==> config.mk <==
export PLATFORM = sky130hd
export DESIGN_NAME = ctoi_sqrt_cell
export DESIGN_NICKNAME = d
export VERILOG_FILES = /design/src/sv/ctoi_pkg.sv /design/src/sv/ctoi_sqrt_cell.sv
export SDC_FILE = /design/constraint.sdc
export NUM_CORES = 1
export LEC_CHECK = 0
export BUFFER_PORTS_ARGS = -buffer_cell sky130_fd_sc_hd__buf_2
export CAP_MARGIN = 20
export CORE_AREA = 2 2 243 245
export CTS_CLUSTER_DIAMETER = 100
export DETAILED_ROUTE_END_ITERATION = 10
export DIE_AREA = 0 0 245 247
export GPL_ROUTABILITY_DRIVEN = 0
export PLACE_DENSITY = 0.52
export SLEW_MARGIN = 20
export SYNTH_ARGS = -nofsm -noshare
export SYNTH_HDL_FRONTEND = slang
export SYNTH_SLANG_ARGS = --single-unit
==> constraint.sdc <==
create_clock -name clk_i -period 0.9 [get_ports clk_i]
set_input_delay 0.045 -clock clk_i [delete_from_list [all_inputs] [get_ports clk_i]]
set_output_delay 0.045 -clock clk_i [all_outputs]
set_load 0.05 [all_outputs]
==> src/sv/ctoi_pkg.sv <==
// Package for the circle pair time-of-impact block: widths, lane types and constants.
`timescale 1ns / 1ps

package ctoi_pkg;

  // Fixed-point formats
  localparam int COORD_FRAC_BITS = 8;
  localparam int TIME_FRAC_BITS  = 16;
  localparam int IN_W            = 24;
  localparam int RAD_W           = 10;
  localparam int TIME_W          = 24;

  // Derived datapath widths
  localparam int DIF_W  = IN_W + 1;
  localparam int R_W    = RAD_W + 1 + COORD_FRAC_BITS;
  localparam int P_W    = 2 * DIF_W;
  localparam int A_W    = P_W;
  localparam int H_W    = P_W + 1;
  localparam int C_W    = P_W + 1;
  localparam int MAG_W  = P_W;
  localparam int SPL_W  = (MAG_W + 1) / 2;
  localparam int SPH_W  = MAG_W - SPL_W;
  localparam int HH_W   = 2 * MAG_W;
  localparam int D_W    = HH_W + 2;
  localparam int S_W    = D_W / 2;
  localparam int SR_W   = S_W + 2;
  localparam int N_W    = S_W + 1;
  localparam int Q_W    = N_W + TIME_FRAC_BITS;
  localparam int DR_W   = A_W + 1;
  localparam int SK_W   = S_W + TIME_FRAC_BITS;
  localparam int SSL_W  = (S_W + 1) / 2;
  localparam int SSH_W  = S_W - SSL_W;
  localparam int RH_W   = S_W + 2 * TIME_FRAC_BITS + 2;
  localparam int DL_W   = D_W + 2 * TIME_FRAC_BITS;

  // One input pair as seen by the front end
  typedef struct packed {
    logic signed [IN_W-1:0]  first_x;
    logic signed [IN_W-1:0]  first_y;
    logic signed [IN_W-1:0]  first_vel_x;
    logic signed [IN_W-1:0]  first_vel_y;
    logic        [RAD_W-1:0] first_radius;
    logic signed [IN_W-1:0]  second_x;
    logic signed [IN_W-1:0]  second_y;
    logic signed [IN_W-1:0]  second_vel_x;
    logic signed [IN_W-1:0]  second_vel_y;
    logic        [RAD_W-1:0] second_radius;
  } ctoi_pair_t;

  // Lane carried through the square root cells
  typedef struct packed {
    logic                    miss;
    logic        [A_W-1:0]   a;
    logic signed [H_W-1:0]   h;
    logic        [D_W-1:0]   d;
    logic        [SR_W-1:0]  rem;
    logic        [S_W-1:0]   root;
  } ctoi_sq_t;

  // Lane carried through the divider cells
  typedef struct packed {
    logic                    miss;
    logic                    first;
    logic        [A_W-1:0]   a;
    logic        [D_W-1:0]   d;
    logic        [SR_W-1:0]  e;
    logic        [S_W-1:0]   s;
    logic        [Q_W-1:0]   numer;
    logic        [DR_W-1:0]  drem;
    logic        [TIME_W-1:0] quot;
    logic                    qsat;
  } ctoi_dv_t;

endpackage

==> src/sv/ctoi_sqrt_cell.sv <==
// Square root cell: settles one root bit from the next two discriminant bits.
`timescale 1ns / 1ps

module ctoi_sqrt_cell (
  input  logic               clk_i,
  input  logic               rst_ni,
  input  logic               en_i,
  input  logic               vld_i,
  input  ctoi_pkg::ctoi_sq_t lane_i,
  output logic               vld_o,
  output ctoi_pkg::ctoi_sq_t lane_o
);

  logic [ctoi_pkg::SR_W-1:0] trial, part;
  logic                      ge;
  ctoi_pkg::ctoi_sq_t        lane_d, lane_q;
  logic                      vld_q;

  // trial subtract and rotate the radicand to its next pair
  always_comb begin
    trial       = {lane_i.root, 2'b01};
    part        = {lane_i.rem[ctoi_pkg::SR_W-3:0], lane_i.d[ctoi_pkg::D_W-1 -: 2]};
    ge          = part >= trial;
    lane_d      = lane_i;
    lane_d.rem  = ge ? part - trial : part;
    lane_d.root = {lane_i.root[ctoi_pkg::S_W-2:0], ge};
    lane_d.d    = {lane_i.d[ctoi_pkg::D_W-3:0], lane_i.d[ctoi_pkg::D_W-1 -: 2]};
  end

  always_ff @(posedge clk_i or negedge rst_ni) begin
    if (!rst_ni) begin
      vld_q <= 1'b0;
    end else if (en_i) begin
      vld_q <= vld_i;
    end
  end

  always_ff @(posedge clk_i) begin
    if (en_i) begin
      lane_q <= lane_d;
    end
  end

  assign vld_o  = vld_q;
  assign lane_o = lane_q;

endmodule

==> reports/metrics.cfg <==
[run_status]
status=finished with violations
violations=setup timing

[critical_path]
setup.worst_path.start_class=input port
crit_required_ps=1190
crit_path_end_kind=register
crit_path_max_fanout=6
cp.arrival_ps=2680
crit_type=input port to register

[yosys]
synth-seq-area-share_pct=68.5
synth.area.top_cells=edfxtp_1 68%, ha_1 4.9%, mux2_2 2.7%
syn_area_um2=13500
netlist.area_leader.share_pct=68.3
ys_types=60
async_flop_share_pct=0.324
syn_area_per_cell_um2=14.5
syn_inst=933
ys_ff_latch=309
synth_edf_count=308
synth_top_area_cell=edfxtp_1
ys_warn_count=0
synth_nets=1298
synth_flop_cell=edfxtp_1

[timing]
slew_headroom_pct=70.1
final.setup.worst_slack_ps=-1490
skew_ps=0
fin_crit_sh_pct=265
fmax_ghz=0.419
rsz0062_at_grt=true
layout_min_cycle_time_ps=2390
finalHoldViolCount=0
finalSetupViolCount=363
tightestPinTransition_ps=444
slew_violations=0

[final_layout]
num-nets-final=2531
drive_gt1_share_pct=50.9
design_area_um2=27200
area_delta_synth_final_pct=101
finish.utilization_pct=46.7

[global_route]
grt_pass1_vias=13728
antenna_found_initial=19
grtUsageTotal_pct=20.7
grt_max_degree=28
overflow=0
grt_pass1_wl_mm=91.3

[die]
io_pins=621
die_w_um=245
die_y_um=247
die_area_um2=60500
initial_core_util_pct=23.3
rows=89
coreArea_um2=58200

[detailed_routing]
antenna_left=0
first_iter_violations=540
routed_wl_mm=66.3
drt-pass1-iter-count=5
via_count=12813
drc_errors=0
vias_per_cell=4.31
wire_per_inst_um=22.3

[clock_network]
cts_tree=done
cts_inserted_buffers=37
cts_buffer_depth=3
h-tree-depth=2
cts_root_buffer=clkbuf_16
clock_sinks=309
clk_pin_slew_ps=60
clkLatencyLatePin_ps=540

[place]
dp_hpwl_mm=49.2
numPortBuffers=618
pre_cts_ws_ps=-2220
place_area_um2=20000

[pwr]
cellPowerDensity_nw_per_um2=1820
cellLeakagePower_nw=11.8
vdd_drop_max_mv=1.70

[min_path]
min_path_type=input port to register

[flow_run]
maxCapViolCount=0

metrics by stage:
stage / hold slack [ps] / TNS [ps] / power [mW] / instances
finish: 29.7 / -155490 / 49.6 / 2976
global route: 13.8 / -174170 / 51.3 / 2973
CTS: 4.14 / -166220 / 49.6 / 2960
detailed placement: -179 / -114710 / 30.6 / 2569
global placement: -180 / -113780 / 30.5 / 2569
floorplan: -251 / -94600 / 25.6 / 933
layout make-up:
class	count	area [µm²]
Clock buffer	49	1000
Multi-Input combinational cell	524	4550
Antenna cell	8	20.0
Timing Repair Buffer	1225	10900
Sequential cell	309	9280
Tap cell	773	967
Inverter	69	277
Clock inverter	19	211
Fill cell	5190	31100
registers in the layout (all words and copies together) (netlist names):
name / count
lane_o: 308
vld_o: 1
synth_stat cells (all sizes together) (4+ instances only):
library cell,count
nor2b,8
nor3,15
or3,4
a21boi,4
o21bai,12
o21ai,34
nor2,44
xnor2,35
buf,14
a31oi,6
o211ai,8
clkbuf,17
a211oi,5
mux2,41
ha,53
and2,4
and3,7
a21o,35
nand2,40
nand4,18
edfxtp,308
a21oi,65
inv,69
nand3,24
o21a,15
o31ai,7
xor2,10
power breakdown:
part           switching [mW]  leakage, nW  total, mW  internal [mW]
Clock                    6.43        0.594       15.3           8.83
Sequential              0.731         3.02       18.1           17.4
Combinational            9.02         8.16       16.2           7.15
final timing paths:
check	cells past startpoint	startpoint	to	slack (ps)
max in group asynchronous	3	rst_ni	vld_o	400
worst max register to register	1	vld_o	vld_o	110
worst max-delay path	16	lane_i[0]	lane_o[56]	-1490
worst min register to register	1	vld_o	vld_o	550
min in group asynchronous	3	rst_ni	vld_o	370
worst min-delay path	5	lane_i[76]	lane_o[78]	30
critical path, stage by stage:
cell and delay (ps):
buf_12 100, inv_8 30, ha_4 250, o211ai_1 110, o211ai_1 280, o2111ai_2 200, a21oi_2 190, buf_6 130
o21bai_4 70, a2111oi_4 310, o211ai_2 120, and2_4 170, clkinv_4 60, buf_12 150, buf_12 150, mux2_4 310
repair_timing:
action                                  4_1_cts  5_1_grt
endpoints found under the hold margin       335        0
hold buffers                                308        0
gates resized for setup                     690       73
pin swaps                                    16       19
gates cloned                                  5        4
endpoints found under the setup margin      363      546
buffers inserted                             10        6
layer usage:
layer	routed length [µm]	up-vias	track usage, %
met4	2750	8	8.27
met3	4160	106	5.34
met5	53	-	0
li1	-	6023	-
met1	25100	6246	22.7
met2	34200	430	37.9
kinds of logic (layout without fill, tap and decap cells):
logic type | count (synthesis) | count (layout) | share of synthesized area, %
flops | 309 | 309 | 68.5
simple gates | 178 | 178 | 6.58
mux | 41 | 41 | 3.66
compound gates | 207 | 207 | 10.2
xor+xnor | 45 | 45 | 2.91
buf+inv | 100 | 1362 | 3.26
fa+ha+maj | 53 | 53 | 4.90
other cells | 0 | 8 | 0
cells in the final DEF, fill, tap and decap left out, types with 18 or more instances in the layout:
cell           count
buf_2            301
mux2_4            39
nor2_1            41
buf_4            267
nand3_1           19
xnor2_1           35
clkbuf_16         42
nand4_1           18
ha_1              28
buf_6            316
a21o_1            35
nand2_1           34
inv_1             52
edfxtp_1         308
a21oi_1           53
dlygate4sd3_1    307
ha_4              24
Power figures use the tool's default switching activity.
