==> config.mk <==
export PLATFORM = sky130hd
export DESIGN_NAME = ctoi_div_cell
export DESIGN_NICKNAME = d
export VERILOG_FILES = /design/src/sv/ctoi_pkg.sv /design/src/sv/ctoi_div_cell.sv
export SDC_FILE = /design/constraint.sdc
export NUM_CORES = 1
export LEC_CHECK = 0
export BUFFER_PORTS_ARGS = -buffer_cell sky130_fd_sc_hd__buf_2
export CAP_MARGIN = 20
export CELL_PAD_IN_SITES_DETAIL_PLACEMENT = 1
export CELL_PAD_IN_SITES_GLOBAL_PLACEMENT = 2
export CORE_AREA = 2 2 317 319
export DETAILED_ROUTE_END_ITERATION = 8
export DIE_AREA = 0 0 319 321
export GPL_TIMING_DRIVEN = 0
export HOLD_SLACK_MARGIN = 0.02
export PLACE_DENSITY = 0.58
export SLEW_MARGIN = 25
export SYNTH_ARGS = -nofsm -noshare
export SYNTH_HDL_FRONTEND = slang
export SYNTH_SLANG_ARGS = --single-unit
==> constraint.sdc <==
create_clock -name clk_i -period 2.52 [get_ports clk_i]
set_clock_uncertainty 0.1 [all_clocks]
set_input_delay 0.378 -clock clk_i [delete_from_list [all_inputs] [get_ports clk_i]]
set_output_delay 0.378 -clock clk_i [all_outputs]
set_load 0.01 [all_outputs]
==> src/sv/ctoi_pkg.sv <==
// Package for the circle pair time-of-impact block: widths, lane types and constants.
`timescale 1ns / 1ps

package ctoi_pkg;

  // Fixed-point formats
  localparam int COORD_FRAC_BITS = 8;
  localparam int TIME_FRAC_BITS  = 16;
  localparam int IN_W            = 24;
  localparam int RAD_W           = 10;
  localparam int TIME_W          = 24;

  // Derived datapath widths
  localparam int DIF_W  = IN_W + 1;
  localparam int R_W    = RAD_W + 1 + COORD_FRAC_BITS;
  localparam int P_W    = 2 * DIF_W;
  localparam int A_W    = P_W;
  localparam int H_W    = P_W + 1;
  localparam int C_W    = P_W + 1;
  localparam int MAG_W  = P_W;
  localparam int SPL_W  = (MAG_W + 1) / 2;
  localparam int SPH_W  = MAG_W - SPL_W;
  localparam int HH_W   = 2 * MAG_W;
  localparam int D_W    = HH_W + 2;
  localparam int S_W    = D_W / 2;
  localparam int SR_W   = S_W + 2;
  localparam int N_W    = S_W + 1;
  localparam int Q_W    = N_W + TIME_FRAC_BITS;
  localparam int DR_W   = A_W + 1;
  localparam int SK_W   = S_W + TIME_FRAC_BITS;
  localparam int SSL_W  = (S_W + 1) / 2;
  localparam int SSH_W  = S_W - SSL_W;
  localparam int RH_W   = S_W + 2 * TIME_FRAC_BITS + 2;
  localparam int DL_W   = D_W + 2 * TIME_FRAC_BITS;

  // One input pair as seen by the front end
  typedef struct packed {
    logic signed [IN_W-1:0]  first_x;
    logic signed [IN_W-1:0]  first_y;
    logic signed [IN_W-1:0]  first_vel_x;
    logic signed [IN_W-1:0]  first_vel_y;
    logic        [RAD_W-1:0] first_radius;
    logic signed [IN_W-1:0]  second_x;
    logic signed [IN_W-1:0]  second_y;
    logic signed [IN_W-1:0]  second_vel_x;
    logic signed [IN_W-1:0]  second_vel_y;
    logic        [RAD_W-1:0] second_radius;
  } ctoi_pair_t;

  // Lane carried through the square root cells
  typedef struct packed {
    logic                    miss;
    logic        [A_W-1:0]   a;
    logic signed [H_W-1:0]   h;
    logic        [D_W-1:0]   d;
    logic        [SR_W-1:0]  rem;
    logic        [S_W-1:0]   root;
  } ctoi_sq_t;

  // Lane carried through the divider cells
  typedef struct packed {
    logic                    miss;
    logic                    first;
    logic        [A_W-1:0]   a;
    logic        [D_W-1:0]   d;
    logic        [SR_W-1:0]  e;
    logic        [S_W-1:0]   s;
    logic        [Q_W-1:0]   numer;
    logic        [DR_W-1:0]  drem;
    logic        [TIME_W-1:0] quot;
    logic                    qsat;
  } ctoi_dv_t;

endpackage

==> src/sv/ctoi_div_cell.sv <==
// Divider cell: one restoring division step of the root numerator by a.
`timescale 1ns / 1ps

module ctoi_div_cell (
  input  logic               clk_i,
  input  logic               rst_ni,
  input  logic               en_i,
  input  logic               vld_i,
  input  ctoi_pkg::ctoi_dv_t lane_i,
  output logic               vld_o,
  output ctoi_pkg::ctoi_dv_t lane_o
);

  logic [ctoi_pkg::DR_W-1:0] part, dvs;
  logic                      ge;
  ctoi_pkg::ctoi_dv_t        lane_d, lane_q;
  logic                      vld_q;

  // shift in the next numerator bit, subtract when it fits
  always_comb begin
    dvs          = {1'b0, lane_i.a};
    part         = {lane_i.drem[ctoi_pkg::A_W-1:0], lane_i.numer[ctoi_pkg::Q_W-1]};
    ge           = part >= dvs;
    lane_d       = lane_i;
    lane_d.drem  = ge ? part - dvs : part;
    lane_d.quot  = {lane_i.quot[ctoi_pkg::TIME_W-2:0], ge};
    lane_d.qsat  = lane_i.qsat | lane_i.quot[ctoi_pkg::TIME_W-1];
    lane_d.numer = {lane_i.numer[ctoi_pkg::Q_W-2:0], 1'b0};
  end

  always_ff @(posedge clk_i or negedge rst_ni) begin
    if (!rst_ni) begin
      vld_q <= 1'b0;
    end else if (en_i) begin
      vld_q <= vld_i;
    end
  end

  always_ff @(posedge clk_i) begin
    if (en_i) begin
      lane_q <= lane_d;
    end
  end

  assign vld_o  = vld_q;
  assign lane_o = lane_q;

endmodule

==> impl_metrics.ini, run 1 <==
[outcome]
status = finished with violations
violations = setup timing

[power]
p_per_area_mw_per_mm2 = 690
power.total_mw = 20.2
leakage_nw = 12.2
ir_drop_v = 0.000501

[die]
start_util_pct = 16.0
core_mm2 = 0.0993
die_w_um = 319
row_count = 116
io-pin-count = 809
dieHeight_um = 321
fp.dieArea_mm2 = 0.102

[cts]
cts_made_buffers = 52
cts-htree-levels = 2
clock-sinks = 402
cts.clk_slew.worst_paths_ns = 0.06
clkLatencyLatePin_ns = 0.63
clk_path_buf_depth = 3
cts-root-buf = clkbuf_16
cts_tree = done

[worst_setup_path]
crit_type = input port to register
critPathMaxFanout = 2
crit_required_ns = 2.79
cp-start-kind = input port
crit_path_end_kind = register
worstPathArrival_ns = 3.25

[finish]
final_area_mm2 = 0.0293
drive_gt1_share_pct = 47.7
layout_commonest_cell = buf_2
final_core_util_pct = 29.5
nNetsFinal = 2786
final_cell_mix = buf_2, dlygate4sd3_1, edfxtp_1
area_delta_synth_final_pct = 84.9

[synth]
synth_ff_type = edfxtp_1
netlist_instances = 1010
netlist_area_mm2 = 0.0158
synth_warnings = 0
ys_seq_area_share_pct = 76.2
syn_nets = 1467
synth_area_per_cell_um2 = 15.7
synth_edf_count = 401
ys_types = 62
ys_ff_latch = 402
async_flop_share_pct = 0.249

[placement]
placed_cell_area_mm2 = 0.0219
dp_slack_ns = -1.68
dpl.hpwl_um = 74400
gp_congestion = 0.875
io_buffers = 806

[global_route]
grt_usage_pct = 18.2
grt_overflow = 0
grt_pass1_wl_um = 130000
grt_max_degree = 99
grt_pass1_vias = 15598
grt_antenna_before_repair = 45

[route]
postRouteWirelength_um = 96400
wl_per_cell_um = 26.2
vias = 14401
dr.first_iter.drc_count = 870
route.detailed.drc = 0
firstDrtPassIters = 4
postRouteAntennaNets = 0
vias_per_cell = 3.91

[timing]
relSlewSlack_pct = 51.7
fin_setup_tns_ns = -12.19
fmax_mhz = 336
setup_viol = 52
hold_viol_final = 0
drv_slew = 0
worst_slew_pin_slew_ns = 0.715
timing.final.crit_share_pct = 118
rsz0062_at_grt = yes
finalWorstSetupSlack_ns = -0.460
fin_crit_ns = 2.98

[flow_run]
cap_violations = 0

[min_path]
worstHoldPathType = input port to register
per-stage QoR:
stage          hold WS (ns)  instances
3_3_place_gp         0.0552       3114
2_1_floorplan       -0.0176       1010
4_1_cts              0.0361       3669
5_1_grt              0.0666       3678
3_5_place_dp         0.0549       3118
6_report             0.0908       3684
final cells by class:
type | count | area [um^2]
multi-input combinational | 509 | 4310
inverter | 62 | 265
clock buffer | 62 | 1370
clock inverter | 36 | 424
antenna | 13 | 32.5
fill | 10940 | 70000
tap | 1298 | 1620
sequential | 402 | 12100
buffer | 29 | 295
timing repair buffer | 1273 | 8900
final timing paths:
path | endpoint | depth (start not counted) | startpoint | slack (ns)
min in group asynchronous | vld_o$_DFFE_PN0P_ | 3 | rst_ni | 0.52
worst min register to register | vld_o$_DFFE_PN0P_ | 1 | vld_o$_DFFE_PN0P_ | 0.42
max in group asynchronous | vld_o$_DFFE_PN0P_ | 3 | rst_ni | 1.70
worst max register to register | vld_o$_DFFE_PN0P_ | 1 | vld_o$_DFFE_PN0P_ | 1.67
worst max-delay path | lane_o[75]$_DFFE_PP_ | 15 | lane_i[143] | -0.46
worst min-delay path | lane_o[75]$_DFFE_PP_ | 2 | lane_i[74] | 0.09
critical path, cell delays in order:
cell and delay [ns]:
buf_12 0.11, inv_12 0.04, ha_4 0.12, inv_2 0.04
fa_2 0.35, and3_4 0.19, o211ai_2 0.18, o211ai_4 0.12
a31o_4 0.27, a41oi_4 0.23, o21ai_4 0.13, a211oi_4 0.33
o21ai_2 0.14, a221oi_2 0.29, mux2_4 0.33
power breakdown:
group / internal (mW) / switching, mW
registers: 8.06 / 0.192
logic: 1.83 / 2.29
clock network: 4.55 / 3.29
registers in the layout, summed over array words and instances (netlist names):
| signal | flops |
|---|---|
| lane_o | 401 |
| vld_o | 1 |
Yosys cell counts (all sizes together), types with 2 or more instances:
cell type	instances	area [um^2]
edfxtp	401	12000
nand2	84	315
o21ai	83	427
inv	62	233
a21oi	60	304
ha	50	626
a21o	29	218
nor2	28	105
xor2	24	210
clkbuf	22	85.1
xnor2	22	193
nand4	17	106
buf	15	92.6
and3	11	68.8
nand3	10	50.1
a31oi	8	65.1
nor3	7	35.0
o21bai	7	52.6
o31ai	6	45.0
and2	5	31.3
o211ai	5	47.5
a221oi	4	47.6
nand2b	4	25.0
nor2b	4	25.0
a211oi	3	27.5
a21boi	3	22.5
a41oi	3	33.8
and4	3	26.3
mux2	3	33.8
nor4	3	18.8
o21a	3	22.5
a31o	2	17.5
o41ai	2	17.5
or2	2	12.5
per-layer routing:
layer / track usage [%] / routed length [um]
met4: 6.54 / 3730
met2: 30.2 / 45600
met1: 21.6 / 38200
met3: 6.77 / 8600
met5: 0 / 227
logic make-up (layout without fill, tap and decap cells):
kind of cell / Yosys count / count (layout) / synth area share, %
other: 1 / 14 / 0.0237
muxes: 3 / 3 / 0.213
adders and majority gates: 51 / 51 / 4.07
AOI/OAI and AO/OA: 225 / 225 / 8.95
DFF: 402 / 402 / 76.2
and+or+nand+nor: 183 / 183 / 5.45
buffers and inverters: 99 / 1462 / 2.59
xor gates and xnor gates: 46 / 46 / 2.54
timing repair:
action | 4_1_cts | 5_1_grt
pin swaps | 41 | 29
gates resized for setup | 178 | 62
setup endpoints to repair | 52 | 52
hold endpoints to repair | 401 | 0
buffers inserted | 49 | 10
cloned | 7 | 0
hold buffers | 403 | 0
Note: power is estimated with default switching activity, not from simulation.
==> run 2: changes to the inputs <==
- ABC_CLOCK_PERIOD_IN_PS: default -> 2520
- MAX_ROUTING_LAYER: default -> met4
- SLEW_MARGIN: 25 -> default
==> impl_metrics.ini, run 2 (synthesis results as in run 1) <==
[worst_setup_path]
crit_type = input port to register
crit_required_ns = 2.79
crit_path_end_kind = register
critPathMaxFanout = 2
cp-start-kind = input port
worstPathArrival_ns = 3.26
path_cells = buf_12, inv_12, ha_4, inv_2, fa_2, and3_4, o211ai_2, o211ai_4, a31o_4, a41oi_4, o21ai_4, a211oi_4, o21ai_2, a221oi_2, mux2_4
critPathMaxStageDelay_ns = 0.34
slowest_stage = fa_2

[flow_run]
cap_violations = 0

[route]
vias_per_cell = 3.92
dr.first_iter.drc_count = 820
vias = 14550
route.detailed.drc = 0
wl_per_cell_um = 25.9
postRouteWirelength_um = 96300
firstDrtPassIters = 5
postRouteAntennaNets = 0

[die]
die_w_um = 319
io-pin-count = 809
row_count = 116
fp.dieArea_mm2 = 0.102
start_util_pct = 16.0
core_mm2 = 0.0993
dieHeight_um = 321

[placement]
dp_slack_ns = -1.69
io_buffers = 806
dpl.hpwl_um = 74100
gp_congestion = 0.882

[cts]
clock-sinks = 402
clkLatencyLatePin_ns = 0.61
cts-htree-levels = 2
cts_tree = done
cts_made_buffers = 52
cts-root-buf = clkbuf_16
cts.clk_slew.worst_paths_ns = 0.06
clk_path_buf_depth = 3

[global_route]
grt_max_degree = 114
grt_pass1_vias = 15739
grt_antenna_before_repair = 41
grt_usage_pct = 18.7
grt_overflow = 0
grt_pass1_wl_um = 130000

[finish]
nNetsFinal = 2808
layout_commonest_cell = buf_2
final_cell_mix = buf_2, dlygate4sd3_1, edfxtp_1
final_core_util_pct = 29.6
drive_gt1_share_pct = 48.5
largest_register_ffs = 401
area_delta_synth_final_pct = 85.6

[timing]
rsz0062_at_grt = yes
drv_slew = 0
setup_viol = 52
fin_crit_ns = 2.99
timing.final.crit_share_pct = 119
finalWorstSetupSlack_ns = -0.473
relSlewSlack_pct = 55.0
hold_viol_final = 0
fmax_mhz = 334
worst_slew_pin_slew_ns = 0.674

[power]
ir_drop_v = 0.000536
leakage_nw = 12.4
p_per_area_mw_per_mm2 = 677

[outcome]
status = finished with violations
violations = setup timing

[min_path]
worstHoldPathType = input port to register
[run 2: cell types whose count changed in the layout (fill, tap and decap cells not counted), moves of 3 or more]
| cell | previous run | this run |
|---|---|---|
| buf_4 | 44 | 58 |
| buf_6 | 14 | 22 |
| bufinv_16 | 6 | 3 |
| clkinv_2 | 3 | 11 |
| clkinvlp_4 | 6 | 1 |
| diode_2 | 13 | 22 |
| nand2_1 | 57 | 49 |
| nand2_2 | 15 | 18 |
| nand2_4 | 12 | 17 |
| o21ai_1 | 14 | 10 |
| o21ai_2 | 27 | 34 |
[run 2: worst max-delay path, delay by kind of cell]
family,cells,cell delay (ns)
compound gates,8,1.67
fa+ha+maj,2,0.46
mux,1,0.33
simple gates,1,0.20
buf+inv,3,0.19
[run 2: report_power, final]
part	leakage, nW	switching, mW	total [mW]	internal [mW]
registers	3.93	0.186	8.25	8.06
clock network	0.825	3.25	7.48	4.22
logic	7.60	2.31	4.17	1.87
total	12.4	5.74	19.9	14.2
[run 2: layer usage]
layer / part of all wire (%) / vias up / global-route usage, %
met2: 47 / 595 / 29.7
met5: 0 / - / -
met1: 41 / 7293 / 21.7
met4: 4.1 / 0 / 6.79
li1: - / 6544 / -
met3: 8.2 / 118 / 6.91
[run 2: final timing paths]
path | start | to | slack (ns) | depth (start not counted)
setup / recovery | lane_i[143] | lane_o[75]$_DFFE_PP_ | -0.47 | 15
hold / removal | lane_i[74] | lane_o[75]$_DFFE_PP_ | 0.11 | 2
setup reg to reg | vld_o$_DFFE_PN0P_ | vld_o$_DFFE_PN0P_ | 1.66 | 1
hold reg to reg | vld_o$_DFFE_PN0P_ | vld_o$_DFFE_PN0P_ | 0.43 | 1
max in group asynchronous | rst_ni | vld_o$_DFFE_PN0P_ | 1.70 | 3
min in group asynchronous | rst_ni | vld_o$_DFFE_PN0P_ | 0.51 | 3
[run 2: repair_timing]
action	CTS	global route
pin swaps	57	42
hold endpoints to repair	427	0
setup endpoints to repair	52	52
gates cloned	8	0
gates resized for setup	186	88
hold buffers	404	0
setup buffers	58	29
[run 2: area by class of cell]
class / count / area (um^2)
fill: 10974 / 69900
sequential: 402 / 12100
timing repair buffer: 1300 / 9140
multi-input combinational: 509 / 4340
tap: 1298 / 1620
clock buffer: 63 / 1370
clock inverter: 35 / 307
inverter: 62 / 260
buffer: 24 / 246
antenna: 22 / 55.1
[run 2: stage by stage]
step / cell area [um^2] / total power, mW / hold WS [ns] / cells / setup TNS (ns)
6_report: 29400 / 19.9 / 0.108 / 3715 / -12.11
3_5_place_dp: 21900 / 11.4 / 0.0556 / 3118 / -71.98
3_3_place_gp: 21800 / 11.5 / 0.0554 / 3114 / -2204.14
2_1_floorplan: 16100 / 9.58 / -0.0176 / 1010 / -12.36
5_1_grt: 29400 / 20.8 / 0.0707 / 3715 / -15.14
4_1_cts: 29000 / 20.1 / 0.0441 / 3678 / -13.56
